===== src/rtl/ddm_pkg.sv =====
`default_nettype none

package ddm_pkg;

   // Configuration register indexes.
   typedef enum logic [1:0] {
      CSR_DEADBAND  = 2'd0,
      CSR_FULL_TURN = 2'd1,
      CSR_HOLDOFF   = 2'd2
   } csr_index_type;

   localparam int CsrIndexWidth = 2;
   localparam int CsrDataWidth  = 8;

   // Register reset values.
   localparam logic [6:0] DeadbandReset = 7'd10;
   localparam logic [6:0] FullTurnReset = 7'd80;
   localparam logic [7:0] HoldoffReset  = 8'd25;

   // Magnitude that an angle beyond the full-turn limit is forced to.
   localparam logic signed [7:0] FullTurnValue = 8'sd100;

   // Saturation limit of the holdoff counter.
   localparam logic [8:0] CountMax = 9'd511;

   typedef struct packed {
      logic signed [15:0] tilt_angle;
      logic               want_forward;
      logic [7:0]         throttle;
   } req_payload_type;

   typedef struct packed {
      logic [6:0] left_duty;
      logic [6:0] right_duty;
      logic       drive_forward;
      logic       reversing;
      logic       switched;
   } rsp_payload_type;

   // Direction status of the item that is moving to the output register.
   typedef struct packed {
      logic drive_forward;
      logic reversing;
      logic switched;
   } dir_status_type;

endpackage

`default_nettype wire


===== src/rtl/ddm_shaper.sv =====
`default_nettype none

module ddm_shaper
   import ddm_pkg::*;
(
   input  wire req_payload_type req_item,
   input  wire logic [6:0]      deadband_limit,
   input  wire logic [6:0]      full_turn_limit,
   output logic [6:0]           left_duty,
   output logic [6:0]           right_duty
);

   logic signed [16:0] angle_wide;
   logic signed [16:0] db_pos;
   logic signed [16:0] ft_pos;
   logic signed [7:0]  shaped;
   logic [7:0]         shaped_neg;
   logic [6:0]         magnitude;
   logic [6:0]         half_thr;
   logic [6:0]         inner_duty;

   // Shape the angle: deadband first, then the full-turn limit.
   always_comb begin
      angle_wide = {req_item.tilt_angle[15], req_item.tilt_angle};
      db_pos     = $signed({10'd0, deadband_limit});
      ft_pos     = $signed({10'd0, full_turn_limit});
      if ((angle_wide > -db_pos) && (angle_wide < db_pos)) begin
         shaped = 8'sd0;
      end else if (angle_wide > ft_pos) begin
         shaped = FullTurnValue;
      end else if (angle_wide < -ft_pos) begin
         shaped = -FullTurnValue;
      end else begin
         shaped = angle_wide[7:0];
      end
   end

   // The inner motor gets the halved throttle less the tilt magnitude, floored at zero.
   always_comb begin
      shaped_neg = 8'd0 - shaped;
      magnitude  = shaped[7] ? shaped_neg[6:0] : shaped[6:0];
      half_thr   = req_item.throttle[7:1];
      inner_duty = (half_thr > magnitude) ? (half_thr - magnitude) : 7'd0;
      left_duty  = half_thr;
      right_duty = half_thr;
      if (shaped < 8'sd0) begin
         left_duty = inner_duty;
      end else if (shaped > 8'sd0) begin
         right_duty = inner_duty;
      end
   end

endmodule

`default_nettype wire


===== src/rtl/ddm_holdoff.sv =====
`default_nettype none

module ddm_holdoff
   import ddm_pkg::*;
(
   input  wire logic       clock,
   input  wire logic       reset,
   input  wire logic       advance,
   input  wire logic       want_forward,
   input  wire logic [7:0] reversal_holdoff,
   output dir_status_type  status
);

   logic       dir_ff;
   logic       dir_in;
   logic [8:0] count_ff;
   logic [8:0] count_in;

   // Hold off a reversal until the new direction has persisted long enough.
   always_comb begin
      dir_in          = dir_ff;
      count_in        = count_ff;
      status.switched = 1'b0;
      if (dir_ff != want_forward) begin
         if (count_ff > {1'b0, reversal_holdoff}) begin
            count_in        = 9'd0;
            dir_in          = want_forward;
            status.switched = 1'b1;
         end else if (count_ff < CountMax) begin
            count_in = count_ff + 9'd1;
         end
      end else begin
         count_in = 9'd0;
      end
      status.drive_forward = dir_in;
      status.reversing     = (dir_in != want_forward);
   end

   // The state moves on only when the item goes to the output register.
   always_ff @(posedge clock) begin
      if (reset) begin
         dir_ff   <= 1'b0;
         count_ff <= 9'd0;
      end else if (advance) begin
         dir_ff   <= dir_in;
         count_ff <= count_in;
      end
   end

endmodule

`default_nettype wire


===== src/rtl/differential_drive_mixer.sv =====
// An accepted item goes through the input register, then the result register, to the rsp channel.
// Throughput: one item per cycle; the input register and the result register
// form a two-stage pipeline that stalls only when the result register is held.
// Reset (synchronous, active high) empties both stages, sets the applied
// direction to backward, clears the holdoff count and restores register defaults.
`default_nettype none

module differential_drive_mixer
   import ddm_pkg::*;
(
   input  wire logic                     clock,
   input  wire logic                     reset,
   input  wire logic                     csr_we,
   input  wire logic [CsrIndexWidth-1:0] csr_index,
   input  wire logic [CsrDataWidth-1:0]  csr_wdata,
   input  wire logic                     req_valid,
   output logic                          req_stall,
   input  wire req_payload_type          req_payload,
   output logic                          rsp_valid,
   input  wire logic                     rsp_stall,
   output rsp_payload_type               rsp_payload
);

   logic [6:0]      deadband_ff;
   logic [6:0]      full_turn_ff;
   logic [7:0]      holdoff_ff;
   req_payload_type item_ff;
   logic            item_valid_ff;
   rsp_payload_type rsp_ff;
   logic            rsp_valid_ff;
   rsp_payload_type rsp_in;
   logic            advance;
   logic [6:0]      left_raw;
   logic [6:0]      right_raw;
   dir_status_type  status;

   // Configuration registers.
   always_ff @(posedge clock) begin
      if (reset) begin
         deadband_ff  <= DeadbandReset;
         full_turn_ff <= FullTurnReset;
         holdoff_ff   <= HoldoffReset;
      end else if (csr_we) begin
         case (csr_index_type'(csr_index))
            CSR_DEADBAND:  deadband_ff  <= csr_wdata[6:0];
            CSR_FULL_TURN: full_turn_ff <= csr_wdata[6:0];
            CSR_HOLDOFF:   holdoff_ff   <= csr_wdata;
            default: ;
         endcase
      end
   end

   // Pipeline flow control.
   assign advance   = item_valid_ff && (!rsp_valid_ff || !rsp_stall);
   assign req_stall = item_valid_ff && rsp_valid_ff && rsp_stall;

   // Input register.
   always_ff @(posedge clock) begin
      if (reset) begin
         item_valid_ff <= 1'b0;
      end else if (!req_stall) begin
         item_valid_ff <= req_valid;
      end
   end

   always_ff @(posedge clock) begin
      if (req_valid && !req_stall) begin
         item_ff <= req_payload;
      end
   end

   ddm_shaper u_shaper (
      .req_item        (item_ff),
      .deadband_limit  (deadband_ff),
      .full_turn_limit (full_turn_ff),
      .left_duty       (left_raw),
      .right_duty      (right_raw)
   );

   ddm_holdoff u_holdoff (
      .clock            (clock),
      .reset            (reset),
      .advance          (advance),
      .want_forward     (item_ff.want_forward),
      .reversal_holdoff (holdoff_ff),
      .status           (status)
   );

   // Duties read zero while a reversal is held off.
   always_comb begin
      rsp_in.left_duty     = status.reversing ? 7'd0 : left_raw;
      rsp_in.right_duty    = status.reversing ? 7'd0 : right_raw;
      rsp_in.drive_forward = status.drive_forward;
      rsp_in.reversing     = status.reversing;
      rsp_in.switched      = status.switched;
   end

   // Result register.
   always_ff @(posedge clock) begin
      if (reset) begin
         rsp_valid_ff <= 1'b0;
      end else if (!rsp_valid_ff || !rsp_stall) begin
         rsp_valid_ff <= item_valid_ff;
      end
   end

   always_ff @(posedge clock) begin
      if (advance) begin
         rsp_ff <= rsp_in;
      end
   end

   assign rsp_valid   = rsp_valid_ff;
   assign rsp_payload = rsp_ff;

endmodule

`default_nettype wire

===== config.mk =====
export PLATFORM = sky130hd
export DESIGN_NAME = differential_drive_mixer
export DESIGN_NICKNAME = d
export VERILOG_FILES = /design/src/rtl/ddm_pkg.sv /design/src/rtl/ddm_shaper.sv /design/src/rtl/ddm_holdoff.sv /design/src/rtl/differential_drive_mixer.sv
export SDC_FILE = /design/constraint.sdc
export NUM_CORES = 1
export LEC_CHECK = 0
export BUFFER_PORTS_ARGS = -buffer_cell sky130_fd_sc_hd__clkbuf_2
export CORE_MARGIN = 8
export CORE_UTILIZATION = 35
export CTS_BUF_LIST = sky130_fd_sc_hd__clkbuf_8
export DETAILED_ROUTE_END_ITERATION = 8
export HOLD_SLACK_MARGIN = 0.02
export SETUP_SLACK_MARGIN = 0.05
export SYNTH_ARGS = -nofsm -noshare
export SYNTH_HDL_FRONTEND = slang
export SYNTH_SLANG_ARGS = --single-unit

===== constraint.sdc =====
create_clock -name clock -period 10.4 [get_ports clock]
set_input_delay 1.56 -clock clock [delete_from_list [all_inputs] [get_ports clock]]
set_output_delay 1.56 -clock clock [all_outputs]
set_load 0.01 [all_outputs]

==> results of run 1 <==
## worst paths after layout
check	end	cells past startpoint	from
max	rsp_payload[12]	23	full_turn_ff[2]
min	holdoff_ff[0]	1	holdoff_ff[0]
min reg2reg	holdoff_ff[0]	1	holdoff_ff[0]
max reg2reg	rsp_payload[12]	23	full_turn_ff[2]
## area by class of cell
| class | instances | area, sq um |
|---|---|---|
| clock buffers | 9 | 124 |
| clock inverters | 7 | 76.3 |
| fillers | 1372 | 8210 |
| inverters | 43 | 161 |
| multi-input cells | 386 | 2800 |
| flip-flops and latches | 75 | 1910 |
| well taps | 180 | 225 |
| repair buffers | 61 | 315 |
## power groups by stage
| stage | Combinational [mW] | Clock (mW) | Sequential [mW] |
|---|---|---|---|
| floorplan | 0.0873 | 0 | 0.345 |
| global placement | 0.118 | 0 | 0.347 |
| detailed placement | 0.122 | 0 | 0.348 |
| CTS | 0.123 | 0.239 | 0.341 |
| global route | 0.139 | 0.250 | 0.343 |
| finish | 0.123 | 0.232 | 0.341 |
## flip-flops by register name (all words and copies together), names as in the netlist
signal              flops
item_ff                24
rsp_valid               1
u_holdoff.dir_ff        1
u_holdoff.count_ff      9
deadband_ff             7
item_valid_ff           1
full_turn_ff            7
rsp_payload            17
holdoff_ff              8
## metal layers
layer | wire (um) | global-route usage, % | up-vias
met5 | 0 | 0 | -
met1 | 5340 | 15.7 | 1820
met3 | 538 | 3.31 | 15
li1 | - | - | 1999
met4 | 174 | 5.12 | 0
met2 | 5430 | 21.2 | 78
## Yosys cell counts (8+ instances only)
library cell / instances
nor3_1: 14
nand4_1: 13
xnor2_1: 10
nor2_1: 61
a21o_1: 8
clkbuf_1: 11
nand3_1: 19
nor4_1: 9
xor2_1: 11
mux2i_1: 20
inv_1: 43
a21oi_1: 33
edfxtp_1: 41
nor2b_1: 10
dfxtp_1: 34
nand2_1: 21
ha_1: 67
o21ai_0: 20
## cells by family (layout without fill, tap and decap cells)
family                   Yosys count  count (layout)  synth area share [%]
AO/OA/AOI/OAI                    104             104                  14.0
multiplexers                      21              21                  4.29
XOR/XNOR                          22              22                  4.07
adder cells (fa/ha/maj)           68              68                  17.4
flip-flops                        75              75                  38.8
AND/OR/NAND/NOR                  171             171                  16.9
buffers and inverters             56             120                  4.45
## metrics by stage
step           setup slack [ns]  cell area [sq um]  util, %
5_1_grt                    3.76               5610     40.6
4_1_cts                    4.33               5610     40.6
2_1_floorplan              5.13               4920        -
3_3_place_gp               4.49               5410     39.2
3_5_place_dp               4.39               5410     39.2
6_report                   4.25               5610     40.6
==> summary.md, run 1 <==
| Metric | Value |
|---|---|
| Min-delay worst type | reg2reg |
| Largest net degree at the start of global routing | 28 |
| NetSw | 0.203 mW |
| DRC viols | 0 |
| Final WL | 11.5 mm |
| Worst path arrival time | about 6.3 ns |
| Final Wtd Congestion | around 0.85 |
| Max clock buf depth | 2 |
| Layout Cells excl Fill | 761 |
| Largest vdd supply drop | approximately 0.000079 V |
| # rows | 43 |
| Vias per cell | 5.14 |
| Power Density | roughly 120 nW/um^2 |
| Crit Path Category | reg2reg |
| Largest area contributor in the netlist | edfxtp_1 |
| Slew Limit Fails | 0 |
| Mapped Area | 4920 sq um |
| Yosys cell types | 54 |
| Critical Path Max Stage Delay | around 0.64 ns |
| Critical Path RT | 10.52 ns |
| TritonCTS clock tree | done |
| GRT Resource Usage Total | 12.9% |
| Startpoint types | flip-flop |
| Share of power burned in registers | 49.0% |
| Setup tns final | 0 ns |
| RSZ-0062 raised after global routing | false |
| Hold-fix buffers, CTS | 0 |
| Post-DRT Antenna Nets | 0 |
| # IOs | just under 60 |
| Area share of the largest cell type after synthesis | around a quarter |
| Layout cells sized above 1 | about 15% |
| Clk_lat worst skew | ~0.37 ns |
| Commonest non-fill, non-tap cell in the layout | ha_1 |
| Die Y | 135 um |
| Post-synth ARST share | 0% |
| Port bufs | 57 |
| HPWL after detailed placement | 8.91 mm |
| Nets@finish | roughly 680 |
| Syn Nets | 625 |
| Clock sinks | 75 |
| Ys flop type | edfxtp_1 |
| Run status | finished, final reports clean |
| Post-synthesis sequential area ratio | 38.8% |
| Clk_skew | 0.00887 ns |
| Number of global-route vias before repair | 3913 |
| Number of buffers created by CTS | 9 |
| R2R setup slack | approximately 4.3 ns |
| Crit path max fanout | 7 |
| Grt ovf | 0 |
| Area grow syn2layout | 14.0% |
| Core footprint | 13800 sq um |
| CP cell instances | nor2_1 > nand3_1 > nor4_1 > ha_1 > o21ai_0 > nor2_1 > a221o_1 > a211oi_2 > xnor2_2 > nor2_2 > nand3_1 > ha_1 > mux2i_1 > or2_2 > ha_1 > nor2b_1 > o21a_1 > o21ai_0 > a21oi_1 > o31ai_1 > nor3_1 > mux2i_1 > nor2_1 |
| Setup Fix Bufs, Post-CTS | 0 |
| H-tree depth | 3 |
| Period utilization | 59.1% |
| Tightest Pin Transition | 0.753 ns |
| Synth Area per Inst | 9.53 sq um |
| 1st-iter DRT viols | between 150 and 200 |
| Starting Density | 35.6% |
| Yosys Warn Count | 0 |
| Highest Clock Rate | 163 MHz |
| Antenna violations before repair | 0 |
| Final hold violation count | 0 |
| Most frequent cells in the layout | ha_1, nor2_1, clkbuf_2 |
| Lkg Pwr | 2.48 nW |
| Total die area | 18100 sq um |
| Maxcap violations | 0 |
| Int Power | 0.492 mW |
| Final setup fails | 0 |
| Critical-path top delay cell | o31ai_1 |
| Clock share of power | 33.3% |
| Worst path bufs/invs | 0 |
| WHS | 0.484 ns |
| Detailed-route via count | 3912 |
| First-pass GRT wire length | 18.8 mm |
| Logic pwr share | about 18% |
| Inst Count DP | approximately 750 |
| Worst-path clk slew | around 0.090 ns |
| Endpoint type of the worst setup path | flip-flop |
| Post-layout total power | 0.696 mW |
| Ant. Diodes | 0 |
| Root Buffer Master | clkbuf_8 |
| Synth Register Bits | 75 |
| Post-CTS sizing | 0 |
| Drt first pass iters | 4 |
| Sw Ratio | 29.2% |
| Chip width | 135 um |
| WL per Instance | 15.1 um |
| Top cells by area, synth | edfxtp_1, ha_1, dfxtp_1 |
| Min Tclk post-route | 6.15 ns |
| Syn Inst Count | 517 |
| Slew HR | 49.3% |
| EDFF count, synth | 41 |
| CP delay by family, top | simple AND/OR/NAND/NOR gates |
No activity file was read; power rests on OpenSTA's default activity.
==> run 2, diff against run 1 <==
- clock period: 10.4 -> 5.4 ns (I/O delays scaled with it)
==> summary.md, run 2 (same netlist as run 1, synthesis figures left out) <==
| Metric | Value |
|---|---|
| Biggest register | item_ff |
| HPWL after detailed placement | 9.05 mm (+1.6%) |
| Grt ovf | 0 (unchanged) |
| Post-layout total power | 1.46 mW (+110%) |
| Setup tns final | 0 ns (unchanged) |
| Commonest non-fill, non-tap cell in the layout | ha_1 |
| Largest vdd supply drop | 0.000148 V (+88%) |
| Worst path arrival time | 5.24 ns (-1.02 ns) |
| TritonCTS clock tree | done |
| Number of global-route vias before repair | 4007 (+2.4%) |
| Period utilization | 95.0% (+36 points) |
| Port bufs | 57 (unchanged) |
| Logic pwr share | 17.7% (about the same) |
| NetSw | 0.405 mW (+99%) |
| Die Y | 135 um (unchanged) |
| H-tree depth | 3 (unchanged) |
| Inst Count DP | 753 (+1.1%) |
| Final Wtd Congestion | 0.859 (+1.0%) |
| Starting Density | 35.6% (unchanged) |
| Final WL | 11.9 mm (+3.9%) |
| Crit Path Category | reg2reg |
| Run status | finished, final reports clean |
| Lkg Pwr | 2.58 nW (+4.2%) |
| WL per Instance | 15.4 um (+2.1%) |
| Crit path max fanout | 4 (-3) |
| Core footprint | 13800 sq um (unchanged) |
| Critical Path RT | 5.51 ns (-5.01 ns) |
| Min-delay worst type | reg2reg |
| Layout Cells excl Fill | 774 (+1.7%) |
| # IOs | 59 (unchanged) |
| Root Buffer Master | clkbuf_8 |
| Share of power burned in registers | 44.9% (-4.1 points) |
| First-pass GRT wire length | 19.2 mm (+2.0%) |
| Vias per cell | 5.20 (+1.2%) |
| Post-DRT Antenna Nets | 0 (unchanged) |
| Nets@finish | 697 (+1.9%) |
| Slew HR | 54.6% (+5.2 points) |
| Number of flip-flops in the largest register | 24 (unchanged) |
| DRC viols | 0 (unchanged) |
| Tightest Pin Transition | 0.674 ns (-0.0787 ns) |
| Power Density | 251 nW/um^2 (+100%) |
| Detailed-route via count | 4027 (+2.9%) |
| Worst-path clk slew | 0.08 ns (about the same) |
| Min Tclk post-route | 5.13 ns (-1.02 ns) |
| Total die area | 18100 sq um (unchanged) |
| Layout cells sized above 1 | 20.2% (+4.9 points) |
| Antenna violations before repair | 0 (unchanged) |
| Sw Ratio | 27.7% (-1.5 points) |
| Largest net degree at the start of global routing | 28 (unchanged) |
| Final hold violation count | 0 (unchanged) |
| Maxcap violations | 0 (unchanged) |
| 1st-iter DRT viols | 243 (+29%) |
| Final setup fails | 0 (unchanged) |
| # rows | 43 (unchanged) |
| Chip width | 135 um (unchanged) |
| Area grow syn2layout | 18.2% |
| Int Power | 1.06 mW (+110%) |
| GRT Resource Usage Total | 13.1% (+0.23 points) |
| Ant. Diodes | 0 (unchanged) |
| Startpoint types | flip-flop |
| Clock sinks | 75 (unchanged) |
| Clk_lat worst skew | 0.37 ns (about the same) |
| Number of buffers created by CTS | 9 (unchanged) |
| Most frequent cells in the layout | ha_1, nor2_1, clkbuf_2 |
| Hold-fix buffers, CTS | 0 (unchanged) |
| Clock share of power | 37.3% (+4.0 points) |
| Drt first pass iters | 4 (unchanged) |
| Max clock buf depth | 2 (unchanged) |
| Clk_skew | 0.00607 ns (-0.00280 ns) |
| Slew Limit Fails | 0 (unchanged) |
| Highest Clock Rate | 195 MHz (+20%) |
| Endpoint type of the worst setup path | flip-flop |
## run 2: path summary, 6_finish.rpt
path	slack [ns]	endpoint	startpoint	depth (start not counted)
worst max-delay path	0.27	rsp_payload[15]	full_turn_ff[0]	27
worst min-delay path	0.50	holdoff_ff[0]	holdoff_ff[0]	1
worst max register to register	0.27	rsp_payload[15]	full_turn_ff[0]	27
worst min register to register	0.50	holdoff_ff[0]	holdoff_ff[0]	1
## run 2: metal layers
layer	global-route usage (%)	routed length, um	part of all wire (%)	vias up
li1	-	-	-	2022
met1	16.1	5430	46	1903
met4	5.99	296	2.5	0
met5	0	0	0	-
met2	21.8	5690	48	80
met3	2.34	504	4.2	22
## run 2: final cells by class
class                           count  area, sq um
Clock buffer                        9          124
Clock inverter                      7          124
Fill cell                        1371         8010
Inverter                           43          161
Multi-Input combinational cell    386         2860
Sequential cell                    75         1920
Tap cell                          180          225
Timing Repair Buffer               74          413
## run 2: worst max-delay path: stages, from the launching register on
cell,delay [ns]
dfxtp_2,0.34
inv_1,0.07
ha_2,0.19
nand2_2,0.07
nor3_2,0.14
ha_1,0.26
inv_1,0.06
ha_1,0.25
a211oi_2,0.19
nor2_1,0.07
a221o_1,0.35
a211oi_2,0.22
xnor2_2,0.14
nor2_2,0.18
nand3_1,0.11
ha_1,0.30
mux2i_1,0.07
or2_2,0.29
ha_1,0.29
nor2b_1,0.13
o21a_1,0.19
o21ai_2,0.19
buf_4,0.14
a21oi_1,0.05
nor3_1,0.29
nor3_2,0.09
mux2i_1,0.15
nor2_1,0.05
## run 2: power by group through the flow
stage / clock network, mW / registers, mW / logic (mW)
3_3_place_gp: 0 / 0.669 / 0.233
4_1_cts: 0.559 / 0.657 / 0.245
2_1_floorplan: 0 / 0.664 / 0.168
5_1_grt: 0.581 / 0.661 / 0.293
6_report: 0.545 / 0.657 / 0.259
3_5_place_dp: 0 / 0.670 / 0.243
## run 2: stage by stage
step | worst slack [ns] | area [sq um] | hold WS, ns | util (%)
finish | 0.271 | 5820 | 0.499 | 42.1
global route | -0.0184 | 5820 | 0.534 | 42.1
CTS | 0.109 | 5720 | 0.500 | 41.4
detailed placement | 0.0371 | 5470 | 0.479 | 39.6
global placement | 0.225 | 5470 | 0.459 | 39.6
floorplan | 0.132 | 4920 | 0.442 | -
## run 2: what timing repair did
action	4_1_cts	5_1_grt
pin swaps	0	7
endpoints found under the setup margin	7	14
hold endpoints to repair	0	0
setup buffers	0	5
gates resized for setup	1	20
==> run 3, diff against run 2 <==
- SYNTH_HIERARCHICAL: default -> 1
==> summary.md, run 3 <==
| Metric | Value |
|---|---|
| Slew Limit Fails | 0 (unchanged) |
| Largest net degree at the start of global routing | 52 (+86%) |
| Post-DRT Antenna Nets | 0 (unchanged) |
| Final hold violation count | 0 (unchanged) |
| Critical Path RT | 5.48 ns (-0.03 ns) |
| # IOs | 59 (unchanged) |
| Biggest register | item_ff |
| WL per Instance | 15.3 um (-0.57%) |
| 1st-iter DRT viols | 313 (+29%) |
| H-tree depth | 3 (unchanged) |
| Lkg Pwr | 2.74 nW (+6.2%) |
| Grt ovf | 0 (unchanged) |
| Most frequent cells in the layout | ha_1, clkbuf_2, edfxtp_1 |
| Worst path arrival time | 5.32 ns (+0.08 ns) |
| Max clock buf depth | 2 (unchanged) |
| Number of buffers created by CTS | 9 (unchanged) |
| WL met2 | 6.15 mm (+8.1%) |
| # rows | 45 (+4.7%) |
| Yosys Warn Count | 6 (+6) |
| RSZ-0062 raised after global routing | true |
| Nets@finish | 729 (+4.6%) |
| Endpoint type of the worst setup path | flip-flop |
| Area grow syn2layout | 21.9% |
| TritonCTS clock tree | done |
| Mapped Area | 5300 sq um (+7.5%) |
| Clock sinks | 75 (unchanged) |
| Root Buffer Master | clkbuf_8 |
| R2R setup slack | 0.16 ns (-0.11 ns) |
| Crit path max fanout | 6 (+2) |
| DRC viols | 0 (unchanged) |
| Run status | finished, final reports clean |
| Layout cells sized above 1 | 29.2% (+9.0 points) |
| WL met1 | 5.49 mm (+1.1%) |
| Die Y | 139 um (+3.3%) |
| Antenna violations before repair | 0 (unchanged) |
| Met3 routed WL | 606 um (+20%) |
| Clk_skew | 0.0128 ns (+0.00669 ns) |
| Post-layout total power | 1.38 mW (-5.7%) |
| Startpoint types | flip-flop |
| HPWL after detailed placement | 9.36 mm (+3.4%) |
| Largest vdd supply drop | 0.0000921 V (-38%) |
| Top Metal Used | met4 |
| Min Tclk post-route | 5.24 ns (+0.109 ns) |
| GRT Resource Usage Total | 12.5% (-0.60 points) |
| Synth Area per Inst | 9.97 sq um (+4.7%) |
| Final Wtd Congestion | 0.869 (+1.2%) |
| Final core utilization | 43.1% (+1.0 points) |
| Hold-fix buffers, CTS | 0 (unchanged) |
| Drt first pass iters | 4 (unchanged) |
| Ant. Diodes | 0 (unchanged) |
| Number of flip-flops in the largest register | 24 (unchanged) |
| Power Density | 213 nW/um^2 (-15%) |
| Design Area, Final | 6450 sq um (+11%) |
| Port bufs | 57 (unchanged) |
| Worst-path clk slew | 0.08 ns (about the same) |
| Slew HR | 20.7% (-34 points) |
| Detailed-route via count | 4259 (+5.8%) |
| Total die area | 19300 sq um (+6.6%) |
| Syn Nets | 639 (+2.2%) |
| Chip width | 139 um (+3.3%) |
| Commonest non-fill, non-tap cell in the layout | ha_1 |
| Placed cell areas | 5920 sq um (+8.1%) |
| Setup tns final | 0 ns (unchanged) |
| Syn Inst Count | 531 (+2.7%) |
| Tightest Pin Transition | 1.19 ns (+0.512 ns) |
| Final WL | 12.5 mm (+4.6%) |
| Crit Path Category | reg2reg |
| Clk_lat worst skew | 0.37 ns (about the same) |
| Highest Clock Rate | 191 MHz (-2.1%) |
| First-pass GRT wire length | 19.9 mm (+3.7%) |
| Starting Density | 35.4% (-0.26 points) |
| Period utilization | 97.0% (+2.0 points) |
| Final setup fails | 0 (unchanged) |
| Core footprint | 15000 sq um (+8.3%) |
| Maxcap violations | 0 (unchanged) |
| Min-delay worst type | reg2reg |
| Number of global-route vias before repair | 4161 (+3.8%) |
| Vias per cell | 5.23 (+0.56%) |
-- run 3: metrics by stage --
| step | worst slack [ns] | instances | hold slack, ns |
|---|---|---|---|
| 6_report | 0.162 | 814 | 0.479 |
| 5_1_grt | -0.0843 | 814 | 0.506 |
| 4_1_cts | 0.0585 | 801 | 0.483 |
| 3_5_place_dp | -0.109 | 784 | 0.463 |
| 3_3_place_gp | 0.0637 | 784 | 0.464 |
| 2_1_floorplan | 0.262 | 531 | 0.448 |
-- run 3: repair_timing --
item	in CTS	in global routing
endpoints found under the hold margin	0	0
setup buffers	1	13
gates resized for setup	3	64
setup endpoints to repair	14	14
pin swaps	1	27
-- run 3: critical path: stages, from the launching register on --
cell and delay, ns:
dfxtp_2 0.34, inv_1 0.04, ha_1 0.20, and2_1 0.14
ha_1 0.18, ha_1 0.31, a21o_1 0.19, a2111o_1 0.38
a2bb2oi_2 0.16, o211ai_4 0.25, nor2b_4 0.24, nand2_2 0.10
ha_4 0.24, inv_2 0.06, nor2_4 0.03, a31oi_1 0.17
ha_1 0.28, nor2b_4 0.14, o21ai_2 0.19, a21oi_2 0.09
o21ai_2 0.18, a21boi_2 0.08, o31a_1 0.36, and3b_1 0.22
mux2_4 0.27, nor2b_4 0.12
-- run 3: worst paths after layout --
kind	startpoint	cells after the start	to
max	deadband_ff[0]	25	rsp_payload[6]
min	holdoff_ff[6]	2	holdoff_ff[6]
max reg2reg	deadband_ff[0]	25	rsp_payload[6]
min reg2reg	holdoff_ff[6]	2	holdoff_ff[6]
-- run 3: power breakdown --
group          internal (mW)  total, mW  switching [mW]
clock                  0.223      0.436           0.213
combinational          0.142      0.286           0.144
sequential             0.631      0.656          0.0254
total                  0.996       1.38           0.382
-- run 3: cell type report --
type                            count  area (sq um)
Clock buffer                       10           138
Timing Repair Buffer               95           578
Clock inverter                      6          57.6
Tap cell                          188           235
Fill cell                        1430          8520
Sequential cell                    75          1930
Multi-Input combinational cell    393          3340
Inverter                           47           181
-- run 3: layer usage --
metal | vias up | GRT usage [%]
met3 | 17 | 2.99
met2 | 104 | 21.3
met5 | - | 0
met1 | 2011 | 14.7
met4 | 0 | 5.55
li1 | 2127 | -
